[src/hdl/tcp_syn_thinning_filter_macros.svh]
// Assertion macros used by the SYN thinning filter top level.
`ifndef TCP_SYN_THINNING_FILTER_MACROS_SVH
`define TCP_SYN_THINNING_FILTER_MACROS_SVH

// Checks that the consequent holds in the same cycle as the antecedent.
`define TSF_ASSERT_SAME(label, clk, rst, ante, cons) \
  label: assert property (@(posedge clk) disable iff (rst) (ante) |-> (cons)) \
    else $error("tsf assertion failed");

// Checks that the consequent holds in the cycle after the antecedent.
`define TSF_ASSERT_NEXT(label, clk, rst, ante, cons) \
  label: assert property (@(posedge clk) disable iff (rst) (ante) |=> (cons)) \
    else $error("tsf assertion failed");

`endif

[src/hdl/tsf_pkg.sv]
// Package with types and constants of the SYN thinning filter.
`timescale 1ns / 1ps
package tsf_pkg;

  localparam int NUM_VERDICTS_DEFAULT = 5;

  localparam int SYN_W    = 32;
  localparam int STAT_W   = 64;
  localparam int PERIOD_W = 16;
  localparam int PORT_W   = 16;
  localparam int LEN_W    = 16;
  localparam int ETYPE_W  = 16;
  localparam int PROTO_W  = 8;
  localparam int VERDICT_W = 2;
  localparam int CFG_INDEX_W = 1;
  localparam int CFG_DATA_W  = 16;

  localparam int DIV_STEPS = SYN_W;
  localparam int STEP_W    = $clog2(DIV_STEPS + 1);

  localparam logic [VERDICT_W-1:0] VERDICT_ABORTED = 2'd0;
  localparam logic [VERDICT_W-1:0] VERDICT_DROP    = 2'd1;
  localparam logic [VERDICT_W-1:0] VERDICT_PASS    = 2'd2;

  localparam logic [ETYPE_W-1:0] ETHERTYPE_IPV4 = 16'h0800;
  localparam logic [PROTO_W-1:0] PROTO_TCP      = 8'd6;

  localparam logic [CFG_INDEX_W-1:0] REG_DROP_PERIOD  = 1'd0;
  localparam logic [CFG_INDEX_W-1:0] REG_WATCHED_PORT = 1'd1;

  localparam logic [PERIOD_W-1:0] DROP_PERIOD_RESET  = 16'd4;
  localparam logic [PORT_W-1:0]   WATCHED_PORT_RESET = 16'd4444;

  typedef enum logic [1:0] {
    ST_IDLE,
    ST_DIVIDE,
    ST_DONE
  } tsf_state_t;

  typedef struct packed {
    logic done;
    logic rem_zero;
  } tsf_rem_status_t;

endpackage

[src/hdl/tsf_rem_serial.sv]
// Bit-serial restoring remainder unit that tests a count against the drop period.
`timescale 1ns / 1ps
module tsf_rem_serial (
  input  logic                           clk,
  input  logic                           rst,
  input  logic                           start,
  input  logic [tsf_pkg::SYN_W-1:0]      dividend,
  input  logic [tsf_pkg::PERIOD_W-1:0]   divisor,
  output tsf_pkg::tsf_rem_status_t       status
);
  import tsf_pkg::*;

  logic [STEP_W-1:0]   steps;
  logic                done;
  logic [SYN_W-1:0]    dvd;
  logic [PERIOD_W:0]   rem;
  logic                dvd_zero;
  logic                div_zero;
  logic [PERIOD_W:0]   rem_shift;
  logic [PERIOD_W:0]   divisor_ext;
  logic [PERIOD_W:0]   rem_next;

  always_comb begin
    rem_shift   = {rem[PERIOD_W-1:0], dvd[SYN_W-1]};
    divisor_ext = {1'b0, divisor};
    if (rem_shift >= divisor_ext) begin
      rem_next = rem_shift - divisor_ext;
    end else begin
      rem_next = rem_shift;
    end
  end

  always_ff @(posedge clk) begin
    if (rst) begin
      steps <= '0;
      done  <= 1'b0;
    end else begin
      done <= (steps == STEP_W'(1));
      if (start) begin
        steps <= STEP_W'(DIV_STEPS);
      end else if (steps != '0) begin
        steps <= steps - STEP_W'(1);
      end
    end
  end

  always_ff @(posedge clk) begin
    if (start) begin
      dvd      <= dividend;
      rem      <= '0;
      dvd_zero <= (dividend == '0);
      div_zero <= (divisor == '0);
    end else if (steps != '0) begin
      dvd <= {dvd[SYN_W-2:0], 1'b0};
      rem <= rem_next;
    end
  end

  // A zero divisor leaves the count itself as the remainder.
  assign status.done     = done;
  assign status.rem_zero = div_zero ? dvd_zero : (rem == '0);

endmodule

[src/hdl/tsf_stats.sv]
// Per-verdict packet and byte counters with read-modify-write update.
`timescale 1ns / 1ps
module tsf_stats #(
  parameter int NUM_VERDICTS = tsf_pkg::NUM_VERDICTS_DEFAULT
) (
  input  logic                           clk,
  input  logic                           rst,
  input  logic                           update,
  input  logic [tsf_pkg::VERDICT_W-1:0]  verdict,
  input  logic [tsf_pkg::LEN_W-1:0]      length,
  output logic [tsf_pkg::STAT_W-1:0]     packets_new,
  output logic [tsf_pkg::STAT_W-1:0]     bytes_new
);
  import tsf_pkg::*;

  localparam int IDX_W = $clog2(NUM_VERDICTS);

  logic [STAT_W-1:0] packets [NUM_VERDICTS];
  logic [STAT_W-1:0] bytes   [NUM_VERDICTS];
  logic [IDX_W:0]    verdict_ext;
  logic [IDX_W-1:0]  idx;
  logic              in_range;

  always_comb begin
    verdict_ext = (IDX_W + 1)'(verdict);
    idx         = verdict_ext[IDX_W-1:0];
    in_range    = (verdict_ext < (IDX_W + 1)'(NUM_VERDICTS));
    if (in_range) begin
      packets_new = packets[idx] + STAT_W'(1);
      bytes_new   = bytes[idx] + STAT_W'(length);
    end else begin
      packets_new = '0;
      bytes_new   = '0;
    end
  end

  always_ff @(posedge clk) begin
    if (rst) begin
      for (int i = 0; i < NUM_VERDICTS; i++) begin
        packets[i] <= '0;
        bytes[i]   <= '0;
      end
    end else if (update && in_range) begin
      packets[idx] <= packets_new;
      bytes[idx]   <= bytes_new;
    end
  end

endmodule

[src/hdl/tcp_syn_thinning_filter.sv]
// Top level of the TCP SYN thinning filter: classification, sequencing and output beat.
// A frame that is not a watched SYN goes from IDLE through DONE to the output beat; a watched SYN
// also passes through DIVIDE, where the 32-step bit-serial remainder unit sets its verdict.
// The block takes one frame at a time: the input stalls until that frame's output beat is loaded.
// Reset clears all counters, the SYN count and the handshake state, and loads the
// register defaults (drop period 4, watched port 4444).
`timescale 1ns / 1ps
`include "tcp_syn_thinning_filter_macros.svh"
module tcp_syn_thinning_filter #(
  parameter int NUM_VERDICTS = tsf_pkg::NUM_VERDICTS_DEFAULT
) (
  input  logic                              clk,
  input  logic                              rst,
  input  logic                              cfg_wr_en,
  input  logic [tsf_pkg::CFG_INDEX_W-1:0]   cfg_index,
  input  logic [tsf_pkg::CFG_DATA_W-1:0]    cfg_data,
  input  logic                              in_valid,
  output logic                              in_stall,
  input  logic                              headers_present,
  input  logic [tsf_pkg::ETYPE_W-1:0]       ethertype,
  input  logic [tsf_pkg::PROTO_W-1:0]       ip_protocol,
  input  logic                              syn_flag,
  input  logic [tsf_pkg::PORT_W-1:0]        dest_port,
  input  logic [tsf_pkg::LEN_W-1:0]         frame_length,
  output logic                              out_valid,
  input  logic                              out_stall,
  output logic [tsf_pkg::VERDICT_W-1:0]     verdict,
  output logic [tsf_pkg::SYN_W-1:0]         syn_total,
  output logic [tsf_pkg::STAT_W-1:0]        verdict_packets,
  output logic [tsf_pkg::STAT_W-1:0]        verdict_bytes
);
  import tsf_pkg::*;

  tsf_state_t          state;
  tsf_state_t          state_next;
  logic [PERIOD_W-1:0] drop_period;
  logic [PORT_W-1:0]   watched_port;
  logic [SYN_W-1:0]    syn_counter;
  logic [SYN_W-1:0]    syn_counter_next;
  logic [VERDICT_W-1:0] verdict_hold;
  logic [LEN_W-1:0]    len_hold;
  logic                accept;
  logic                match;
  logic                div_start;
  logic                out_load;
  tsf_rem_status_t     rem_st;
  logic [STAT_W-1:0]   packets_new;
  logic [STAT_W-1:0]   bytes_new;

  always_comb begin
    match = headers_present && (ethertype == ETHERTYPE_IPV4) &&
            (ip_protocol == PROTO_TCP) && syn_flag && (dest_port == watched_port);
    syn_counter_next = syn_counter + SYN_W'(1);
  end

  always_comb begin
    state_next = state;
    case (state)
      ST_IDLE: begin
        if (in_valid) begin
          state_next = match ? ST_DIVIDE : ST_DONE;
        end
      end
      ST_DIVIDE: begin
        if (rem_st.done) begin
          state_next = ST_DONE;
        end
      end
      ST_DONE: begin
        if (!out_valid || !out_stall) begin
          state_next = ST_IDLE;
        end
      end
      default: state_next = ST_IDLE;
    endcase
  end

  always_comb begin
    in_stall  = 1'b1;
    out_load  = 1'b0;
    case (state)
      ST_IDLE:   in_stall = 1'b0;
      ST_DIVIDE: in_stall = 1'b1;
      ST_DONE:   out_load = !out_valid || !out_stall;
      default:   in_stall = 1'b1;
    endcase
    accept    = in_valid && !in_stall;
    div_start = accept && match;
  end

  always_ff @(posedge clk) begin
    if (rst) begin
      state        <= ST_IDLE;
      drop_period  <= DROP_PERIOD_RESET;
      watched_port <= WATCHED_PORT_RESET;
      syn_counter  <= '0;
      out_valid    <= 1'b0;
    end else begin
      state <= state_next;
      if (cfg_wr_en) begin
        case (cfg_index)
          REG_DROP_PERIOD:  drop_period  <= cfg_data[PERIOD_W-1:0];
          REG_WATCHED_PORT: watched_port <= cfg_data[PORT_W-1:0];
          default: ;
        endcase
      end
      if (div_start) begin
        syn_counter <= syn_counter_next;
      end
      if (out_load) begin
        out_valid <= 1'b1;
      end else if (!out_stall) begin
        out_valid <= 1'b0;
      end
    end
  end

  always_ff @(posedge clk) begin
    if (accept) begin
      verdict_hold <= headers_present ? VERDICT_PASS : VERDICT_ABORTED;
      len_hold     <= frame_length;
    end else if (state == ST_DIVIDE && rem_st.done) begin
      verdict_hold <= rem_st.rem_zero ? VERDICT_PASS : VERDICT_DROP;
    end
    if (out_load) begin
      verdict         <= verdict_hold;
      syn_total       <= syn_counter;
      verdict_packets <= packets_new;
      verdict_bytes   <= bytes_new;
    end
  end

  tsf_rem_serial u_rem (
    .clk      (clk),
    .rst      (rst),
    .start    (div_start),
    .dividend (syn_counter_next),
    .divisor  (drop_period),
    .status   (rem_st)
  );

  tsf_stats #(
    .NUM_VERDICTS (NUM_VERDICTS)
  ) u_stats (
    .clk         (clk),
    .rst         (rst),
    .update      (out_load),
    .verdict     (verdict_hold),
    .length      (len_hold),
    .packets_new (packets_new),
    .bytes_new   (bytes_new)
  );

  `TSF_ASSERT_NEXT(a_syn_enters_divide, clk, rst, div_start, state == ST_DIVIDE)
  `TSF_ASSERT_NEXT(a_syn_count_steps, clk, rst, div_start,
                   syn_counter == $past(syn_counter) + SYN_W'(1))
  `TSF_ASSERT_SAME(a_done_only_in_divide, clk, rst, rem_st.done, state == ST_DIVIDE)
  `TSF_ASSERT_NEXT(a_done_waits_for_room, clk, rst,
                   state == ST_DONE && out_valid && out_stall, state == ST_DONE)

endmodule

[config.mk]
export PLATFORM = sky130hd
export DESIGN_NAME = tcp_syn_thinning_filter
export DESIGN_NICKNAME = d
export VERILOG_FILES = /design/src/hdl/tsf_pkg.sv /design/src/hdl/tsf_rem_serial.sv /design/src/hdl/tsf_stats.sv /design/src/hdl/tcp_syn_thinning_filter.sv
export VERILOG_INCLUDE_DIRS = /design/src /design/src/hdl
export SDC_FILE = /design/constraint.sdc
export NUM_CORES = 1
export LEC_CHECK = 0
export BUFFER_PORTS_ARGS = -buffer_cell sky130_fd_sc_hd__clkbuf_2
export CORE_MARGIN = 2
export CORE_UTILIZATION = 55
export CTS_CLUSTER_SIZE = 25
export DETAILED_ROUTE_END_ITERATION = 6
export GPL_ROUTABILITY_DRIVEN = 0
export PLACE_DENSITY_LB_ADDON = 0.1
export SETUP_SLACK_MARGIN = 0.2
export SYNTH_ARGS = -nofsm -noshare
export SYNTH_HDL_FRONTEND = slang
export SYNTH_SLANG_ARGS = --single-unit
[constraint.sdc]
create_clock -name clk -period 5.6 [get_ports clk]
set_input_delay 1.12 -clock clk [delete_from_list [all_inputs] [get_ports clk]]
set_output_delay 1.12 -clock clk [all_outputs]
set_load 0.02 [all_outputs]
## Yosys cells after proc, flatten, opt, wreduce, memory -nomap -nowiden

Memories as Yosys holds them, arrays and structs flattened. A register that Yosys moved wholly into a read port is not among the register bits.
Cells that the tools add are included.

| operators by class | value |
|---|---|
| shifts and indexed selects | 0 |
| order comparisons | 1 |
| reductions and logical operators | 23 |
| bitwise gates (word level) | 1 |
| add/sub/neg operators | 5 |
| eq/ne operators | 10 |
| multiply operators | 0 |
| div/mod/pow operators | 0 |
| muxes and demuxes | 32 |

Operators by type and width:

| operator | number |
|---|---|
| 2-to-1 mux 64 bit | 2 |
| OR reduction 64 bit | 2 |
| adder 64 x 1 -> 64 bit (second input constant) | 1 |
| adder 64 x 16 -> 64 bit | 1 |
| 2-to-1 mux 32 bit | 2 |
| adder 32 x 1 -> 32 bit (second input constant) | 1 |
| zero test 32 bit | 1 |
| >= comparator 17 x 16 -> 1 bit | 1 |
| zero test 17 bit | 1 |
| 2-to-1 mux 17 bit | 1 |
| subtractor 17 x 16 -> 17 bit | 1 |
| == test 16 x 12 -> 1 bit (second input constant) | 1 |
| == test 16 bit | 1 |
| zero test 16 bit | 1 |
| 2-to-1 mux 2 bit | 8 |
| 2-to-1 mux 1 bit | 12 |
| 2-to-1 mux 3 bit | 4 |
| 2-to-1 mux 6 bit | 2 |
| == test 8 x 3 -> 1 bit (second input constant) | 1 |
| logical AND 1 bit | 7 |
| == test 6 x 1 -> 1 bit (second input constant) | 1 |
| one-hot mux 2 bit (3 select lines) | 1 |
| nonzero test 6 bit | 1 |
| subtractor 6 x 1 -> 6 bit (second input constant) | 1 |
| other kinds (12) | 17 |

| storage, ports and cells | value |
|---|---|
| logic and storage cells | 92 |
| memories kept | 2 |
| input port bits | 80 |
| ROM bits | 0 |
| output and inout port bits | 164 |
| latch bits | 0 |
| memory bits (writable) | 640 |
| register bits after elaboration | 305 |

Memory list:

| name | words | width | rd ports | clocked after memory_dff | write ports | RTL line | text |
|---|---|---|---|---|---|---|---|
| u_stats.bytes | 5 | 64 | 1 | 1 | 5 | tsf_stats.sv:19 | `logic [STAT_W-1:0] bytes [NUM_VERDICTS];` |
| u_stats.packets | 5 | 64 | 1 | 1 | 5 | tsf_stats.sv:18 | `logic [STAT_W-1:0] packets [NUM_VERDICTS];` |

## Logic depth before layout (Yosys ltp)

Gate-level depths: netlist (run 1).

| depth | value |
|---|---|
| word-level depth | 8 |
| mapped depth | 18 |

## By module

From an unflattened synthesis (run 1), not the netlist that was laid out.

| second synthesis, totals | value |
|---|---|
| cells, all modules | 2801 |
| area total of the unflattened synthesis | 37050.5 µm² |

Modules (own cells, without submodules):

| module | area each (µm²) | cells an instance | times used | sequential area each (µm²) |
|---|---|---|---|---|
| tsf_stats | 24736.2 | 1852 | 1 | 15374.7 |
| tcp_syn_thinning_filter | 8768.4 | 601 | 1 | 6746.5 |
| tsf_rem_serial | 3545.9 | 348 | 1 | 1501.4 |

## Worst setup path before layout (run 1)

OpenSTA, ideal clock, no wires.

| timing path | value |
|---|---|
| path kind | input port to flip-flop |
| start | in rst |
| end | mem u_stats.bytes[0][0] (enable) |
| slack | 0.373 ns |
| path buffers | 1 |
| required time | 5.090 ns |
| library setup time | 0.510 ns |
| arrival time | 4.717 ns |
| cell stages on the path | 3 |
| cell sequence | clkbuf_1 or4_1 nand2b_1 |

RTL lines:

| what | RTL line | text |
|---|---|---|
| start: declaration | tcp_syn_thinning_filter.sv:13 | `input logic rst,` |
| end: declaration | tsf_stats.sv:19 |  |

==> results of run 1 <==
-- path summary, 6_finish.rpt --
kind	end	slack, ns	cells after the start
max	u_stats.bytes[3][54]	1.14	9
min	watched_port[0]	0.47	2
max reg2reg	u_stats.bytes[3][54]	1.14	9
min reg2reg	watched_port[0]	0.47	2
-- stage by stage --
step,std cells,instance area (µm²)
6_report,4035,41800
5_1_grt,4035,41800
4_1_cts,4035,41800
3_5_place_dp,3882,39100
3_3_place_gp,3882,39100
2_1_floorplan,2876,37100
-- flip-flops by register name (all words and copies together) (netlist names), 2 cells and up, named ones only --
register and count:
syn_counter 32, len_hold 16, u_stats.packets 256, verdict_hold 2
u_rem.rem 17, watched_port 16, syn_total 32, verdict_bytes 64
u_rem.dvd 32, state 2, drop_period 16, verdict 2
verdict_packets 64, u_rem.steps 6, u_stats.bytes 256
-- power by group through the flow --
stage	clock, mW	combinational (mW)	sequential [mW]
5_1_grt	5.88	2.93	7.53
6_report	5.56	2.64	7.48
3_3_place_gp	0	2.56	7.58
3_5_place_dp	0	2.62	7.61
4_1_cts	5.65	2.64	7.48
2_1_floorplan	0	1.89	7.64
-- metal layers --
| metal | vias up | track usage | part of all wire |
|---|---|---|---|
| li1 | 10800 | - | - |
| met1 | 11900 | 0.346 | 0.42 |
| met2 | 839 | 0.415 | 0.49 |
| met3 | 113 | 0.0386 | 0.070 |
| met4 | 0 | 0.0643 | 0.019 |
| met5 | - | 0 | 0 |
-- cells by family (layout without fill, tap and decap cells) --
kind of cell	count (synthesis)	after routing	synth area share
flip-flops	819	819	0.638
XOR/XNOR	203	203	0.0479
AO/OA/AOI/OAI	234	234	0.0383
buffers and inverters	317	603	0.0374
AND/OR/NAND/NOR	1121	1121	0.144
multiplexers	143	143	0.0815
adder cells (fa/ha/maj)	39	39	0.0136
-- worst min-delay path, stage by stage (launching register included) --
cell and delay (ns):
dfxtp_1 0.31, nand2_1 0.05, a21oi_1 0.05
-- cell usage in the layout, fill, tap and decap left out, types with 21 or more instances in the layout --
cell | Yosys | routed
nand2_1 | 197 | 197
nand3_1 | 48 | 46
dfxtp_1 | 93 | 91
clkinv_1 | 1 | 21
nor3_1 | 30 | 30
clkbuf_2 | 1 | 243
ha_1 | 37 | 37
edfxtp_1 | 726 | 726
and3_1 | 27 | 27
clkbuf_16 | 0 | 88
buf_4 | 6 | 31
a21oi_1 | 85 | 84
inv_1 | 168 | 167
mux4_2 | 127 | 127
nor2_1 | 587 | 586
xnor2_1 | 110 | 110
nand4_1 | 44 | 44
nor4_1 | 45 | 45
o21ai_0 | 65 | 65
xor2_1 | 93 | 93
-- layout make-up --
| class | count | area, µm² | area share |
|---|---|---|---|
| Clock buffer | 107 | 2310 | 0.0553 |
| Clock inverter | 46 | 410 | 0.00981 |
| Inverter | 169 | 639 | 0.0153 |
| Multi-Input combinational cell | 1740 | 12100 | 0.290 |
| Sequential cell | 819 | 23700 | 0.566 |
| Tap cell | 873 | 1090 | 0.0261 |
| Timing Repair Buffer | 281 | 1590 | 0.0380 |
==> results.json, run 1 <==
{
  "status": "complete, no violations",
  "numCtsBuffers": 85,
  "hpwl_um": 52600,
  "nNetsFinal": 3215,
  "p_total_mw": 15.7,
  "synth_cell_type_count": 78,
  "timing.final.ws_setup_ns": 1.14,
  "cts_hold_buf": 0,
  "ys.flop_type": "edfxtp_1",
  "period_share": 0.797,
  "maxSlewHeadroom": 0.107,
  "crit_type": "register to register",
  "routedWlPerCell_um": 21.5,
  "power_switching_share": 0.269,
  "drc": 0,
  "setup_violations": 0,
  "wirelength_um": 86700,
  "async_reset_ff_frac": 0,
  "postCtsSetupBuffers": 0,
  "die_area_um2": 69600,
  "grtUsageTotal": 0.249,
  "power.static_leakage_nw": 15.7,
  "final_antenna_net_count": 0,
  "drv_cap": 0,
  "fmax_ghz": 0.224,
  "fin_crit_ns": 4.46,
  "worst_hold_startpoint": "watched_port[0]",
  "synthTopCellsByArea": "edfxtp_1 59%, mux4_2 7.7%, nor2_1 5.9%",
  "cts_tree": "built",
  "path_cells": "mux4_2 -> ha_1 -> a2111oi_0 -> a21boi_0 -> o31ai_1 -> a2111oi_4 -> nor3_1 -> xnor2_1 -> nor2_1",
  "grt_max_degree": 100,
  "drtIter0Drc": 2264,
  "crit_slowest_cell": "a2111oi_4",
  "p_per_area_nw_per_um2": 375,
  "die_h_um": 264,
  "vias": 23700,
  "syn_nets": 2995,
  "avgSynthCellArea_um2": 12.9,
  "die_w_um": 264,
  "worstSetupStartpointType": "register",
  "synth_top_area_frac": 0.588,
  "syn_area_um2": 37100,
  "clk_latency_ns": 0.64,
  "grt_overflow_total": 0,
  "ys_seq_area_frac": 0.638,
  "cts_buffer_depth": 3,
  "core-area_um2": 66900,
  "rsz0062_at_grt": "no",
  "root_buffer": "clkbuf_16",
  "synth_top_area_cell": "edfxtp_1",
  "layout-drive-gt1-share": 0.187,
  "final.setup_skew_ns": 0.0317,
  "hold_ws_ns": 0.469,
  "seq_power_share": 0.477,
  "power_switching_mw": 4.23,
  "combPwrFrac": 0.168,
  "fill_cells": 5188,
  "path_clk_slew_ns": 0.06,
  "synth_common_cells": "726 x edfxtp_1, 587 x nor2_1, 197 x nand2_1",
  "syn_to_final_growth_pct": 12.7,
  "cts_resized": 0,
  "htreeDepth": 3,
  "ys_seq_elements": 819,
  "irDropWorstVdd_v": 0.000310,
  "final_util": 0.625,
  "diodes": 0,
  "p_int_mw": 11.5,
  "antenna_found_initial": 0,
  "rows": 95,
  "crit_fanout": 14,
  "tightest_slew_ns": 1.34,
  "arrival_ns": 4.80,
  "critical-path-max-stage-delay_ns": 0.92,
  "ios": 244,
  "avgViaCountPerCell": 5.87,
  "cts.sinks": 819,
  "grt_pass1_wl_um": 135000,
  "portBuffers": 243,
  "initial_core_util": 0.554,
  "setup_tns_ns": 0,
  "required_ns": 5.94,
  "timing.final.hold_violations": 0,
  "p_clk_frac": 0.355,
  "synth_edf_count": 726,
  "drv_slew": 0,
  "end_kind": "register",
  "path_delay_family": "compound AO/OA/AOI/OAI gates",
  "grt_pass1_vias": 24100,
  "crit_buf_inv": 0,
  "detail_route.first_pass.iterations": 5,
  "synth_cells": 2876,
  "yosysMostFrequentCell": "edfxtp_1",
  "min_path_type": "register to register",
  "post-place-ws_ns": 1.14,
  "yosysWarningCount": 0
}
No activity file was read; power rests on OpenSTA's default activity.
==> run 2: changes to the inputs <==
Clock period 5.6 ns to 3.7 ns, I/O delays scaled along.
==> run 2 against run 1 <==
Clock skew shrank 0.012 ns. Cell count grew 1.7%. Highest routed layer unchanged. Total power grew 53%. Sequential power grew 51%. Via count grew 0.38%. Largest cell class unchanged. Flip-flop and latch count is the same. Routed wire length grew 0.93%.
==> results.json, run 2 (synthesized netlist as in run 1, its figures left out) <==
{
  "status": "complete, no violations",
  "maxSlewHeadroom": 0.306,
  "drv_cap": 0,
  "power.static_leakage_nw": 16.4,
  "post-place-ws_ns": 0.0804,
  "dpl_cell_area_um2": 40300,
  "rows": 95,
  "critical-path-max-stage-delay_ns": 0.53,
  "die_w_um": 264,
  "fin_area_um2": 43500,
  "end_kind": "register",
  "timing.final.hold_violations": 0,
  "vias": 23800,
  "hpwl_um": 52400,
  "seq_power_share": 0.471,
  "drtIter0Drc": 1981,
  "layout_commonest_cell": "edfxtp_1",
  "period_share": 0.946,
  "detail_route.first_pass.iterations": 5,
  "routedWlPerCell_um": 21.3,
  "stdcell_count": 4103,
  "grt_pass1_wl_um": 135000,
  "top_regs": "u_stats.bytes: 256 flops, u_stats.packets: 256 flops",
  "irDropWorstVdd_v": 0.000407,
  "rsz0062_at_grt": "yes",
  "worstSetupStartpointType": "register",
  "cts.sinks": 819,
  "arrival_ns": 3.83,
  "ios": 244,
  "min_path_type": "primary input to register",
  "portBuffers": 243,
  "htreeDepth": 3,
  "syn_to_final_growth_pct": 17.3,
  "combPwrFrac": 0.183,
  "final.setup_skew_ns": 0.0198,
  "fin_crit_ns": 3.50,
  "cts_buffer_depth": 3,
  "crit_buf_inv": 2,
  "tightest_slew_ns": 1.04,
  "drv_slew": 0,
  "hold_ws_ns": 0.296,
  "power_switching_share": 0.270,
  "setup_tns_ns": 0,
  "clk_latency_ns": 0.62,
  "final_cell_mix": "726 x edfxtp_1, 583 x nor2_1, 243 x clkbuf_2, 195 x nand2_1, 167 x inv_1",
  "dp_cells": 3946,
  "path_clk_slew_ns": 0.06,
  "initial_core_util": 0.554,
  "nNetsFinal": 3289,
  "final_antenna_net_count": 0,
  "p_per_area_nw_per_um2": 552,
  "die_h_um": 264,
  "required_ns": 4.03,
  "drc": 0,
  "cts_tree": "built",
  "layout-drive-gt1-share": 0.236,
  "path_cells": "buf_12 -> mux4_2 -> ha_4 -> fa_2 -> a21o_1 -> a21boi_4 -> o31ai_4 -> a2111o_1 -> buf_8 -> nand4_1 -> xor2_2 -> nor2_1",
  "crit_type": "register to register",
  "crit_slowest_cell": "mux4_2",
  "path_delay_family": "compound AO/OA/AOI/OAI gates",
  "p_clk_frac": 0.346,
  "die_area_um2": 69600,
  "avgViaCountPerCell": 5.79,
  "antenna_found_initial": 2,
  "grt_overflow_total": 0,
  "crit_fanout": 9,
  "grt_pass1_vias": 24100,
  "setup_violations": 0,
  "fmax_ghz": 0.286,
  "wirelength_um": 87500,
  "p_int_mw": 17.5,
  "grtUsageTotal": 0.250,
  "timing.final.ws_setup_ns": 0.198,
  "root_buffer": "clkbuf_16",
  "power_switching_mw": 6.47,
  "grt_max_degree": 129,
  "core-area_um2": 66900,
  "numCtsBuffers": 86,
  "fill_cells": 5046,
  "diodes": 0
}
run 2: changes by cell type in the layout (fill, tap and decap cells not counted), moves of 10 or more:
cell and delta:
buf_4 +51, xnor2_2 +22, buf_12 +13, xor2_1 -13, nor4_1 -17, xnor2_1 -22
a21oi_1 -10, nor4_4 +13
run 2: area by class of cell:
| cell class | count | area (µm²) | area share |
|---|---|---|---|
| timing repair buffer | 354 | 2420 | 0.0556 |
| tap | 873 | 1090 | 0.0251 |
| clock buffer | 105 | 2340 | 0.0537 |
| sequential | 819 | 23700 | 0.544 |
| inverter | 169 | 638 | 0.0147 |
| multi-input combinational | 1740 | 13000 | 0.299 |
| clock inverter | 43 | 347 | 0.00797 |
run 2: worst reg2reg max path, stage by stage, from the launching register on:
cell      delay [ns]
dfxtp_4         0.36
buf_12          0.13
mux4_2          0.53
ha_4            0.20
fa_2            0.34
a21o_1          0.24
a21boi_4        0.22
o31ai_4         0.14
a2111o_1        0.42
buf_8           0.17
nand4_1         0.14
xor2_2          0.26
nor2_1          0.07
run 2: metal layers:
layer  part of all wire  up-vias  global-route usage
met4              0.025        0              0.0768
li1                   -    11000                   -
met2               0.50      786               0.426
met1               0.40    11900               0.328
met3              0.069      134              0.0451
met5                  0        -                   0
run 2: path summary, 6_finish.rpt:
check | from | slack, ns | to | cells after the start
max | register | 0.20 | u_stats.bytes[2][40] | 12
min | frame_length[15] | 0.30 | len_hold[15] | 1
max reg2reg | register | 0.20 | u_stats.bytes[2][40] | 12
min reg2reg | watched_port[11] | 0.47 | watched_port[11] | 2
run 2: power by group through the flow:
stage          Clock, mW  Combinational [mW]  Sequential (mW)
2_1_floorplan          0                3.00             11.5
3_3_place_gp           0                4.12             11.5
3_5_place_dp           0                4.24             11.5
4_1_cts             8.46                4.27             11.3
5_1_grt             8.82                4.83             11.4
6_report            8.31                4.38             11.3
run 2: through the flow:
step | total power, mW | utilization
CTS | 24.0 | 0.644
finish | 24.0 | 0.650
floorplan | 14.5 | -
global route | 25.0 | 0.650
global placement | 15.6 | 0.602
detailed placement | 15.7 | 0.602
run 2: what timing repair did:
item                                    4_1_cts  5_1_grt
hold buffers                                  0        0
pin swaps                                     4       19
gates resized for setup                       8       50
endpoints found under the setup margin      158      229
cloned                                        0        2
setup buffers                                 3        4
